$ cat src/assert_macros.svh
// ----------------------------------------------------------------------------
// assert_macros.svh
// Assertion helpers for the RTL; define NO_ASSERTIONS to compile them out.
// ----------------------------------------------------------------------------
`ifndef ASSERT_MACROS_SVH
`define ASSERT_MACROS_SVH

`ifndef NO_ASSERTIONS
// prop must hold at every clock edge outside reset
`define ASSERT_AT(lbl, clk_s, rst_s, prop, msg) \
	lbl: assert property (@(posedge clk_s) disable iff (!rst_s) prop) else $error(msg);
// expr must never be true outside reset
`define ASSERT_NEVER(lbl, clk_s, rst_s, expr, msg) \
	lbl: assert property (@(posedge clk_s) disable iff (!rst_s) !(expr)) else $error(msg);
`else
`define ASSERT_AT(lbl, clk_s, rst_s, prop, msg)
`define ASSERT_NEVER(lbl, clk_s, rst_s, expr, msg)
`endif

`endif

$ cat src/stip_pkg.sv
// ----------------------------------------------------------------------------
// stip_pkg
// Types, character codes and helpers for the string-to-integer parser.
// ----------------------------------------------------------------------------
package stip_pkg;

	localparam int CH_W    = 8;
	localparam int BASE_W  = 6;
	localparam int VALUE_W = 64;
	localparam int OFF_W   = 12;
	localparam int PROD_W  = VALUE_W + BASE_W;

	localparam int MAX_STRING_LEN_DEF = 4096;

	localparam logic [BASE_W-1:0] BASE_RESET = 6'd10;
	localparam logic [BASE_W-1:0] BASE_MAX   = 6'd36;
	localparam logic [BASE_W-1:0] BASE_DEC   = 6'd10;
	localparam logic [BASE_W-1:0] BASE_OCT   = 6'd8;
	localparam logic [BASE_W-1:0] BASE_HEX   = 6'd16;
	localparam logic [BASE_W-1:0] BASE_AUTO  = 6'd0;
	localparam logic [BASE_W-1:0] BASE_ONE   = 6'd1;
	localparam logic [BASE_W-1:0] BASE_MIN   = 6'd2;
	localparam logic [BASE_W-1:0] NO_DIGIT   = 6'd63;

	localparam logic [CH_W-1:0] CH_ZERO  = 8'h30;
	localparam logic [CH_W-1:0] CH_NINE  = 8'h39;
	localparam logic [CH_W-1:0] CH_LA    = 8'h61;
	localparam logic [CH_W-1:0] CH_LZ    = 8'h7a;
	localparam logic [CH_W-1:0] CH_UA    = 8'h41;
	localparam logic [CH_W-1:0] CH_UZ    = 8'h5a;
	localparam logic [CH_W-1:0] CH_LX    = 8'h78;
	localparam logic [CH_W-1:0] CH_UX    = 8'h58;
	localparam logic [CH_W-1:0] CH_SPACE = 8'h20;
	localparam logic [CH_W-1:0] CH_TAB   = 8'h09;
	localparam logic [CH_W-1:0] CH_CR    = 8'h0d;
	localparam logic [CH_W-1:0] CH_MINUS = 8'h2d;
	localparam logic [CH_W-1:0] CH_PLUS  = 8'h2b;

	localparam logic [VALUE_W-1:0] TOP_MAG = 64'h8000_0000_0000_0000;

	typedef enum logic [2:0] {
		PH_IDLE,
		PH_LEAD,
		PH_SIGN,
		PH_ZERO,
		PH_ZEROX,
		PH_DIGITS
	} phase_t;

	// digit value in base 36, NO_DIGIT for anything else
	function automatic logic [BASE_W-1:0] digit_of(input logic [CH_W-1:0] c);
		logic [BASE_W-1:0] d;
		d = NO_DIGIT;
		if (c >= CH_ZERO && c <= CH_NINE) begin
			d = BASE_W'(c - CH_ZERO);
		end else if (c >= CH_LA && c <= CH_LZ) begin
			d = BASE_W'(c - CH_LA) + BASE_DEC;
		end else if (c >= CH_UA && c <= CH_UZ) begin
			d = BASE_W'(c - CH_UA) + BASE_DEC;
		end
		return d;
	endfunction

	function automatic logic is_space(input logic [CH_W-1:0] c);
		return (c == CH_SPACE) || (c >= CH_TAB && c <= CH_CR);
	endfunction

endpackage

$ cat src/string_to_integer_parser.sv
// ----------------------------------------------------------------------------
// string_to_integer_parser
// Streaming strtol-style parser: one character per word, one result per string.
// ----------------------------------------------------------------------------
// Takes one character per cycle; a word with s_tuser set starts a new string
// and samples number_base (2..36, 0 = pick from prefix). Each character is
// handled in one pass of logic between the input register and the result
// register, the critical path being a 64x6 multiply-add of the digit
// accumulator, so the block sustains one character per clock and a result
// is registered when the character that ends the number (or the first
// character, for an invalid base) leaves the input register. The input side
// stalls only while a result waits on m_tready. Overflow wraps the value
// modulo 2^64 and sets the overflow bit; end_offset saturates near MAX_STRING_LEN.
`include "assert_macros.svh"

module string_to_integer_parser
	import stip_pkg::*;
#(
	parameter int MAX_STRING_LEN = MAX_STRING_LEN_DEF
) (
	input  logic              clk,
	input  logic              arst_n,
	input  logic              number_base_we,
	input  logic [BASE_W-1:0] number_base_wdata,
	input  logic              s_tvalid,
	output logic              s_tready,
	input  logic [7:0]        s_tdata,   // [7:0] ch
	input  logic              s_tuser,   // [0] start_req
	output logic              m_tvalid,
	input  logic              m_tready,
	output logic [79:0]       m_tdata    // [63:0] value, [64] formed,
	                                     // [76:65] end_offset, [77] overflow
);

	localparam int OFF_CAP_I = ((MAX_STRING_LEN - 1) < 4095) ? (MAX_STRING_LEN - 1) : 4095;
	localparam logic [OFF_W-1:0] OFF_CAP = OFF_W'(OFF_CAP_I);
	localparam logic [PROD_W-1:0] TOP_P = PROD_W'(TOP_MAG);

	logic [BASE_W-1:0]  nb_q;
	phase_t             phase_q, phase_d;
	logic               neg_q, neg_d;
	logic [VALUE_W-1:0] mag_q, mag_d;     // magnitude accumulated so far, sign held in neg_q
	logic [BASE_W-1:0]  ab_q, ab_d;
	logic [OFF_W-1:0]   cc_q, cc_d;
	logic [OFF_W-1:0]   pe_q, pe_d;
	logic               ovf_q, ovf_d;

	logic              s1_valid;
	logic [CH_W-1:0]   ch_s1;
	logic              start_s1;
	logic              s1_fire;

	logic               out_valid_q;
	logic [VALUE_W-1:0] value_q;
	logic               formed_q;
	logic [OFF_W-1:0]   end_q;
	logic               ovr_q;

	// character decode
	logic [BASE_W-1:0] dig;
	logic              is_ws, is_minus, is_plus, is_zero, is_x, is_alnum;
	logic              x_ok;
	logic [BASE_W-1:0] acc_base;
	logic              dig_ok;
	logic [PROD_W-1:0] prod;
	logic              acc_ovf;
	logic [OFF_W-1:0]  cc_next, pe_plus1;

	// leading part of a number (first non-space, non-sign character)
	logic [BASE_W-1:0] bs_base, bs_beff;
	logic              bs_zero, bs_fail;
	phase_t            bs_phase;
	logic              start_bad, start_body;

	logic              emit, emit_formed;
	logic [OFF_W-1:0]  emit_end;

	assign s1_fire  = s1_valid && (!out_valid_q || m_tready);
	assign s_tready = !s1_valid || s1_fire;

	assign dig      = digit_of(ch_s1);
	assign is_ws    = is_space(ch_s1);
	assign is_minus = (ch_s1 == CH_MINUS);
	assign is_plus  = (ch_s1 == CH_PLUS);
	assign is_zero  = (ch_s1 == CH_ZERO);
	assign is_x     = (ch_s1 == CH_LX) || (ch_s1 == CH_UX);
	assign is_alnum = (dig != NO_DIGIT);
	assign x_ok     = is_x && (ab_q == BASE_AUTO || ab_q == BASE_HEX);

	// a lone leading zero in auto mode means octal
	assign acc_base = (phase_q == PH_ZERO && ab_q == BASE_AUTO) ? BASE_OCT : ab_q;
	assign dig_ok   = (dig < acc_base);
	assign prod     = PROD_W'(mag_q) * PROD_W'(acc_base) + PROD_W'(dig);
	assign acc_ovf  = !ovf_q && (acc_base >= BASE_MIN) && (prod > TOP_P);

	assign cc_next  = (cc_q >= OFF_CAP) ? OFF_CAP : cc_q + OFF_W'(1);
	assign pe_plus1 = (pe_q >= OFF_CAP) ? OFF_CAP : pe_q + OFF_W'(1);

	assign bs_base    = start_s1 ? nb_q : ab_q;
	assign bs_zero    = is_zero && (bs_base == BASE_AUTO || bs_base == BASE_HEX);
	assign bs_beff    = (bs_base == BASE_AUTO) ? BASE_DEC : bs_base;
	assign bs_fail    = !bs_zero && (dig >= bs_beff);
	assign bs_phase   = bs_zero ? PH_ZERO : (bs_fail ? PH_IDLE : PH_DIGITS);
	assign start_bad  = (nb_q == BASE_ONE) || (nb_q > BASE_MAX);
	assign start_body = is_alnum || !(is_ws || is_minus || is_plus);

	// next state
	always_comb begin
		phase_d = phase_q;
		if (s1_fire) begin
			if (start_s1) begin
				if (start_bad) begin
					phase_d = PH_IDLE;
				end else if (start_body) begin
					phase_d = bs_phase;
				end else if (is_ws) begin
					phase_d = PH_LEAD;
				end else begin
					phase_d = PH_SIGN;
				end
			end else begin
				case (phase_q)
					PH_IDLE: begin
						phase_d = PH_IDLE;
					end
					PH_LEAD: begin
						if (is_ws) begin
							phase_d = PH_LEAD;
						end else if (is_minus || is_plus) begin
							phase_d = PH_SIGN;
						end else begin
							phase_d = bs_phase;
						end
					end
					PH_SIGN: begin
						phase_d = bs_phase;
					end
					PH_ZERO: begin
						if (x_ok) begin
							phase_d = PH_ZEROX;
						end else begin
							phase_d = dig_ok ? PH_DIGITS : PH_IDLE;
						end
					end
					PH_ZEROX: begin
						phase_d = (dig < BASE_HEX) ? PH_DIGITS : PH_IDLE;
					end
					PH_DIGITS: begin
						phase_d = dig_ok ? PH_DIGITS : PH_IDLE;
					end
					default: begin
						phase_d = PH_IDLE;
					end
				endcase
			end
		end
	end

	// datapath and result
	always_comb begin
		neg_d       = neg_q;
		mag_d       = mag_q;
		ab_d        = ab_q;
		cc_d        = cc_q;
		pe_d        = pe_q;
		ovf_d       = ovf_q;
		emit        = 1'b0;
		emit_formed = 1'b0;
		emit_end    = '0;
		if (s1_fire) begin
			if (start_s1) begin
				neg_d = 1'b0;
				mag_d = '0;
				ovf_d = 1'b0;
				pe_d  = '0;
				ab_d  = nb_q;
				cc_d  = (OFF_CAP >= OFF_W'(1)) ? OFF_W'(1) : OFF_CAP;
				if (start_bad) begin
					emit = 1'b1;
				end else if (start_body) begin
					mag_d = bs_zero ? '0 : VALUE_W'(dig);
					if (bs_base == BASE_AUTO && !bs_zero) begin
						ab_d = BASE_DEC;
					end
					emit = bs_fail;
				end else if (is_minus) begin
					neg_d = 1'b1;
				end
			end else if (phase_q != PH_IDLE) begin
				cc_d = cc_next;
				case (phase_q)
					PH_LEAD, PH_SIGN: begin
						if (phase_q == PH_LEAD && (is_ws || is_plus)) begin
							neg_d = neg_q;
						end else if (phase_q == PH_LEAD && is_minus) begin
							neg_d = 1'b1;
						end else begin
							mag_d = bs_zero ? '0 : VALUE_W'(dig);
							if (bs_zero) begin
								pe_d = cc_q;
							end
							if (bs_base == BASE_AUTO && !bs_zero) begin
								ab_d = BASE_DEC;
							end
							emit = bs_fail;
						end
					end
					PH_ZERO, PH_DIGITS: begin
						if (phase_q == PH_ZERO && x_ok) begin
							ab_d = BASE_HEX;
						end else begin
							ab_d = acc_base;
							if (dig_ok) begin
								mag_d = prod[VALUE_W-1:0];
								if (acc_ovf) begin
									ovf_d = 1'b1;
								end
							end else begin
								emit        = 1'b1;
								emit_formed = 1'b1;
								emit_end    = cc_q;
							end
						end
					end
					PH_ZEROX: begin
						if (dig < BASE_HEX) begin
							mag_d = VALUE_W'(dig);
						end else begin
							// "0x" with no hex digit: the number is the zero
							emit        = 1'b1;
							emit_formed = 1'b1;
							emit_end    = pe_plus1;
						end
					end
					default: begin
						emit = 1'b0;
					end
				endcase
			end
		end
	end

	always_ff @(posedge clk or negedge arst_n) begin
		if (!arst_n) begin
			nb_q    <= BASE_RESET;
			phase_q <= PH_IDLE;
			neg_q   <= 1'b0;
			mag_q   <= '0;
			ab_q    <= '0;
			cc_q    <= '0;
			pe_q    <= '0;
			ovf_q   <= 1'b0;
		end else begin
			if (number_base_we) begin
				nb_q <= number_base_wdata;
			end
			phase_q <= phase_d;
			neg_q   <= neg_d;
			mag_q   <= mag_d;
			ab_q    <= ab_d;
			cc_q    <= cc_d;
			pe_q    <= pe_d;
			ovf_q   <= ovf_d;
		end
	end

	// input register
	always_ff @(posedge clk or negedge arst_n) begin
		if (!arst_n) begin
			s1_valid <= 1'b0;
		end else if (s_tready) begin
			s1_valid <= s_tvalid;
		end
	end

	always_ff @(posedge clk) begin
		if (s_tvalid && s_tready) begin
			ch_s1    <= s_tdata;
			start_s1 <= s_tuser;
		end
	end

	// result register
	always_ff @(posedge clk or negedge arst_n) begin
		if (!arst_n) begin
			out_valid_q <= 1'b0;
		end else if (s1_fire && emit) begin
			out_valid_q <= 1'b1;
		end else if (m_tready) begin
			out_valid_q <= 1'b0;
		end
	end

	always_ff @(posedge clk) begin
		if (s1_fire && emit) begin
			formed_q <= emit_formed;
			end_q    <= emit_formed ? emit_end : '0;
			if (emit_formed) begin
				value_q <= neg_q ? (VALUE_W'(0) - mag_q) : mag_q;
				ovr_q   <= ovf_q || (!neg_q && mag_q == TOP_MAG);
			end else begin
				value_q <= '0;
				ovr_q   <= 1'b0;
			end
		end
	end

	assign m_tvalid = out_valid_q;
	assign m_tdata  = {2'b00, ovr_q, end_q, formed_q, value_q};

	`ASSERT_NEVER(a_nf_clean, clk, arst_n, m_tvalid && !m_tdata[64] && (m_tdata[77:65] != '0 || m_tdata[63:0] != '0), "result without number carries nonzero fields")
	`ASSERT_NEVER(a_off_cap, clk, arst_n, m_tvalid && (m_tdata[76:65] > OFF_CAP), "end_offset above cap")
	`ASSERT_AT(a_digit_base, clk, arst_n, (phase_q == PH_DIGITS) |-> (ab_q >= BASE_MIN && ab_q <= BASE_MAX), "digit phase with invalid base")
	`ASSERT_AT(a_zerox_hex, clk, arst_n, (phase_q == PH_ZEROX) |-> (ab_q == BASE_HEX), "hex prefix phase without base 16")

endmodule
$ cat config.mk
export PLATFORM = sky130hd
export DESIGN_NAME = string_to_integer_parser
export DESIGN_NICKNAME = d
export VERILOG_FILES = /design/src/stip_pkg.sv /design/src/string_to_integer_parser.sv
export VERILOG_INCLUDE_DIRS = /design/src /design/src/src
export SDC_FILE = /design/constraint.sdc
export NUM_CORES = 1
export LEC_CHECK = 0
export BUFFER_PORTS_ARGS = -buffer_cell sky130_fd_sc_hd__buf_4
export CORE_ASPECT_RATIO = 1.4
export CORE_UTILIZATION = 35
export DETAILED_ROUTE_END_ITERATION = 12
export HOLD_SLACK_MARGIN = 0.03
export PLACE_DENSITY = 0.5
export SETUP_SLACK_MARGIN = 0.3
export SLEW_MARGIN = 20
export SYNTH_ARGS = -nofsm -noshare
export SYNTH_HDL_FRONTEND = slang
export SYNTH_SLANG_ARGS = --single-unit
export TNS_END_PERCENT = 10
$ cat constraint.sdc
create_clock -name clk -period 7.26 [get_ports clk]
set_clock_uncertainty 0.2 [all_clocks]
set_input_delay 1.452 -clock clk [delete_from_list [all_inputs] [get_ports clk]]
set_output_delay 1.452 -clock clk [all_outputs]
set_load 0.005 [all_outputs]
==> key figures <==
Place
  • HPWL Detailed: 58,700 um
  • Placed Area: 25,900 sq um
  • GP Congestion: 0.915
  • Cells after DPL: 3,558
  • Pre-CTS setup slack: -0.361 ns
  • Port Buffers: 99

Floorplan
  • Num ports: 102
  • Initial Util: 35.4%
  • Row cnt: 113
  • DIE HEIGHT: 312 um
  • Die area: 69,700 sq um
  • Die Width: 223 um
  • Core Box Area: 67,900 sq um

STA
  • Fin. Hold Viols: 0
  • Setup TNS Final: 0 ns
  • Max Transition Viols Final: 0
  • Worst slew margin: 33.6%
  • Worst slew pin tran: 0.992 ns
  • Final setup viols: 0
  • Tmin final: 6.74 ns
  • Crit path setup slack, layout: 0.516 ns
  • Maximum clock frequency: 148 MHz
  • RSZ-0062 raised after global routing: no
  • Tcrit/Tclk final: 92.9%

Power
  • Final Power: 0.00832 W
  • Pleak: 12.7 nW
  • Pwr dens: 306 nW/um^2
  • Peak VDD IR: 0.602 mV

Critical path
  • FF-to-FF Start: phase_q[1]
  • Crit path buf inv count: 6
  • Critical path required time: 7.41 ns
  • Max incr delay on CP: 0.52 ns
  • Critical-path top delay cell: fa_1
  • CP Capture Type: register
  • Reg2Reg Depth: 27
  • FF-to-FF End: ovf_q
  • FF-to-FF setup slack: 0.52 ns
  • Critical path class: register to register
  • CP delay by family, top: adder cells
  • Worst-path maximum fanout: 20
  • Critical path depth in cells: 27
  • Worst Setup Start Kind: register
  • Worst EP arrival: 6.89 ns

Clock tree
  • Worst skew pair latency: 0.50 ns
  • Clock sink count: 194
  • H-Tree Depth: 4
  • TritonCTS buffer count: 17
  • Root Buffer: clkbuf_16
  • Clock slew at reported path FFs: 0.09 ns
  • CTS tree: built
  • Clock Tree Buf Depth: 2

Synth
  • Asr flop ratio synth: 55.2%
  • Library cells used by synthesis: 86
  • Post-synth EDFFs: 87
  • Gate Count Post-Synth: 2,689
  • Mean Syn Cell Area: 8.94 sq um
  • Dominant cells by area after synthesis: fa_1, dfrtp_1, edfxtp_1, ha_1, and2_1
  • Primary FF master, synth: dfrtp_1
  • Register area share after synthesis: 22.0%
  • Mapped cell area: 24,000 sq um
  • Synth area leader: fa_1
  • Seq cells post-synth: 194
  • Yosys warnings: 0
  • Synth top area share: 21.0%

Global route
  • Overflow after GRT: 0
  • Number of global-route vias before repair: 21.0k
  • Initial antenna violation count: 1
  • Largest net degree at the start of global routing: 99
  • All-Layer GR Usage: 22.5%
  • First-pass GRT wire length: 123,000 um

Hold path
  • Hold depth: 2
  • Hold Crit Start: pe_q[1]
  • Worst Hold Path EP: pe_q[1]
  • Worst Hold Class: register to register

Detailed routing
  • Routed Antenna Nets: 0
  • Vias: 20.2k
  • Residual DRC: 0
  • Routed vias/inst: 5.60
  • Initial drt markers: 1,213
  • TritonRoute pass-1 iters: 7
  • Wire per inst: 21.6 um
  • Final WL: 78,000 um

Cells and area
  • Fill cells: 6,820
  • Antenna cells: 0
  • Synth-to-layout area growth: 13.1%
  • Share of cells above drive strength 1: 13.2%
  • Net count reported at finish: 3,171
  • Post-route cell area: 27,200 sq um
  • Finished Layout Cells: 3,605

Outcome
  • Outcome: finished, final reports clean

Flow run
  • Max cap viols: 0
-- Yosys cell counts, types with 6 or more instances --
| master | number |
|---|---|
| o31ai_1 | 50 |
| nand4_1 | 33 |
| o21bai_1 | 14 |
| o22ai_1 | 6 |
| a21o_1 | 34 |
| and2_1 | 334 |
| o22a_1 | 7 |
| o2111ai_1 | 6 |
| a21boi_0 | 7 |
| xor2_1 | 85 |
| clkbuf_1 | 169 |
| mux2_2 | 9 |
| nand2_1 | 286 |
| a22oi_1 | 10 |
| dfrtp_1 | 105 |
| or4_1 | 10 |
| a221oi_1 | 6 |
| xnor2_1 | 33 |
| a31oi_1 | 21 |
| o21a_1 | 18 |
| nor3b_1 | 6 |
| fa_1 | 252 |
| o211ai_1 | 12 |
| nor3_1 | 34 |
| nand3_1 | 45 |
| ha_1 | 169 |
| or3_1 | 24 |
| nand2b_1 | 16 |
| a22o_1 | 9 |
| nor4_1 | 12 |
| a211oi_1 | 12 |
| inv_1 | 112 |
| nor2_1 | 180 |
| buf_1 | 9 |
| o21ai_1 | 6 |
| edfxtp_1 | 87 |
| o41ai_1 | 20 |
| a21oi_1 | 150 |
| and3_1 | 29 |
| o21ai_0 | 145 |
| or2_2 | 6 |
| nor2b_1 | 9 |
| mux2i_1 | 7 |
-- area by class of cell --
cell class / instances / area, sq um / area share, %
flip-flops and latches: 194 / 5300 / 19.5
well taps: 862 / 1080 / 3.97
repair buffers: 208 / 1690 / 6.22
clock buffers: 18 / 450 / 1.66
clock inverters: 14 / 159 / 0.585
multi-input cells: 2195 / 18100 / 66.5
inverters: 114 / 428 / 1.57
-- per-stage QoR --
step	utilization (%)	hold WS [ns]
3_3_place_gp	38.2	0.290
3_5_place_dp	38.2	0.300
4_1_cts	39.2	0.319
5_1_grt	40.0	0.346
6_report	40.0	0.317
2_1_floorplan	-	0.268
-- sequential cells by signal, indices dropped and copies added (netlist names), 3 cells and up --
name	cells
ab_q	6
nb_q	6
phase_q	3
ch_s1	8
mag_q	64
cc_q	12
value_q	64
pe_q	12
end_q	12
-- placed cells by master (no fill, tap or decap), drive strengths merged, types with 45 or more instances in the layout --
master,n
ha,169
nor2,180
dfrtp,105
o21ai,151
nand2,286
fa,252
edfxtp,87
inv,117
xor2,85
buf,206
a21oi,150
nand3,45
and2,336
o31ai,52
-- tightest hold or removal path: cells and delay by family (launching register included) --
| kind | cells | cell delay, ns |
|---|---|---|
| AOI/OAI and AO/OA | 1 | 0.06 |
| DFF | 1 | 0.37 |
| and+or+nand+nor | 1 | 0.06 |
-- power by group --
group | internal, W | leakage [nW] | switching, W
clock | 0.000482 | 0.293 | 0.000541
sequential | 0.00132 | 2.28 | 0.000164
combinational | 0.00206 | 10.2 | 0.00374
-- worst max-delay path by stage --
stage,startpoint,end,slack [ns]
detailed placement,ab_q[4],ovf_q,-0.36
global placement,ab_q[4],ovf_q,-0.43
finish,phase_q[1],ovf_q,0.52
global route,phase_q[2],ovf_q,0.26
CTS,ab_q[4],ovf_q,0.30
floorplan,phase_q[1],ovf_q,0.49
-- timing repair --
item / in CTS / in global routing
endpoints found under the setup margin: 1 / 4
buffers inserted: 0 / 13
hold buffers: 0 / 0
gates resized for setup: 19 / 93
endpoints found under the hold margin: 0 / 0
pin swaps: 1 / 21
gates cloned: 0 / 2
-- cells by family after synthesis --
| logic type | after synthesis | synth area share, % |
|---|---|---|
| and+or+nand+nor | 1056 | 22.7 |
| AOI/OAI and AO/OA | 582 | 15.6 |
| adders and majority gates | 421 | 29.8 |
| buffers and inverters | 301 | 4.85 |
| DFF | 194 | 22.0 |
| xor gates and xnor gates | 118 | 4.30 |
| muxes | 16 | 0.713 |
| other | 1 | 0.0156 |
-- routing by layer --
layer  vias up  share of wire (%)  wire [um]  GRT usage [%]
met5         -                  0          0              0
met4         0                2.5       1930           6.83
li1       9348                  -          -              -
met1     10241                 42      33100           28.1
met2       496                 52      40500           41.2
met3        94                3.2       2520           1.75
(Power assumes the default switching activity.)
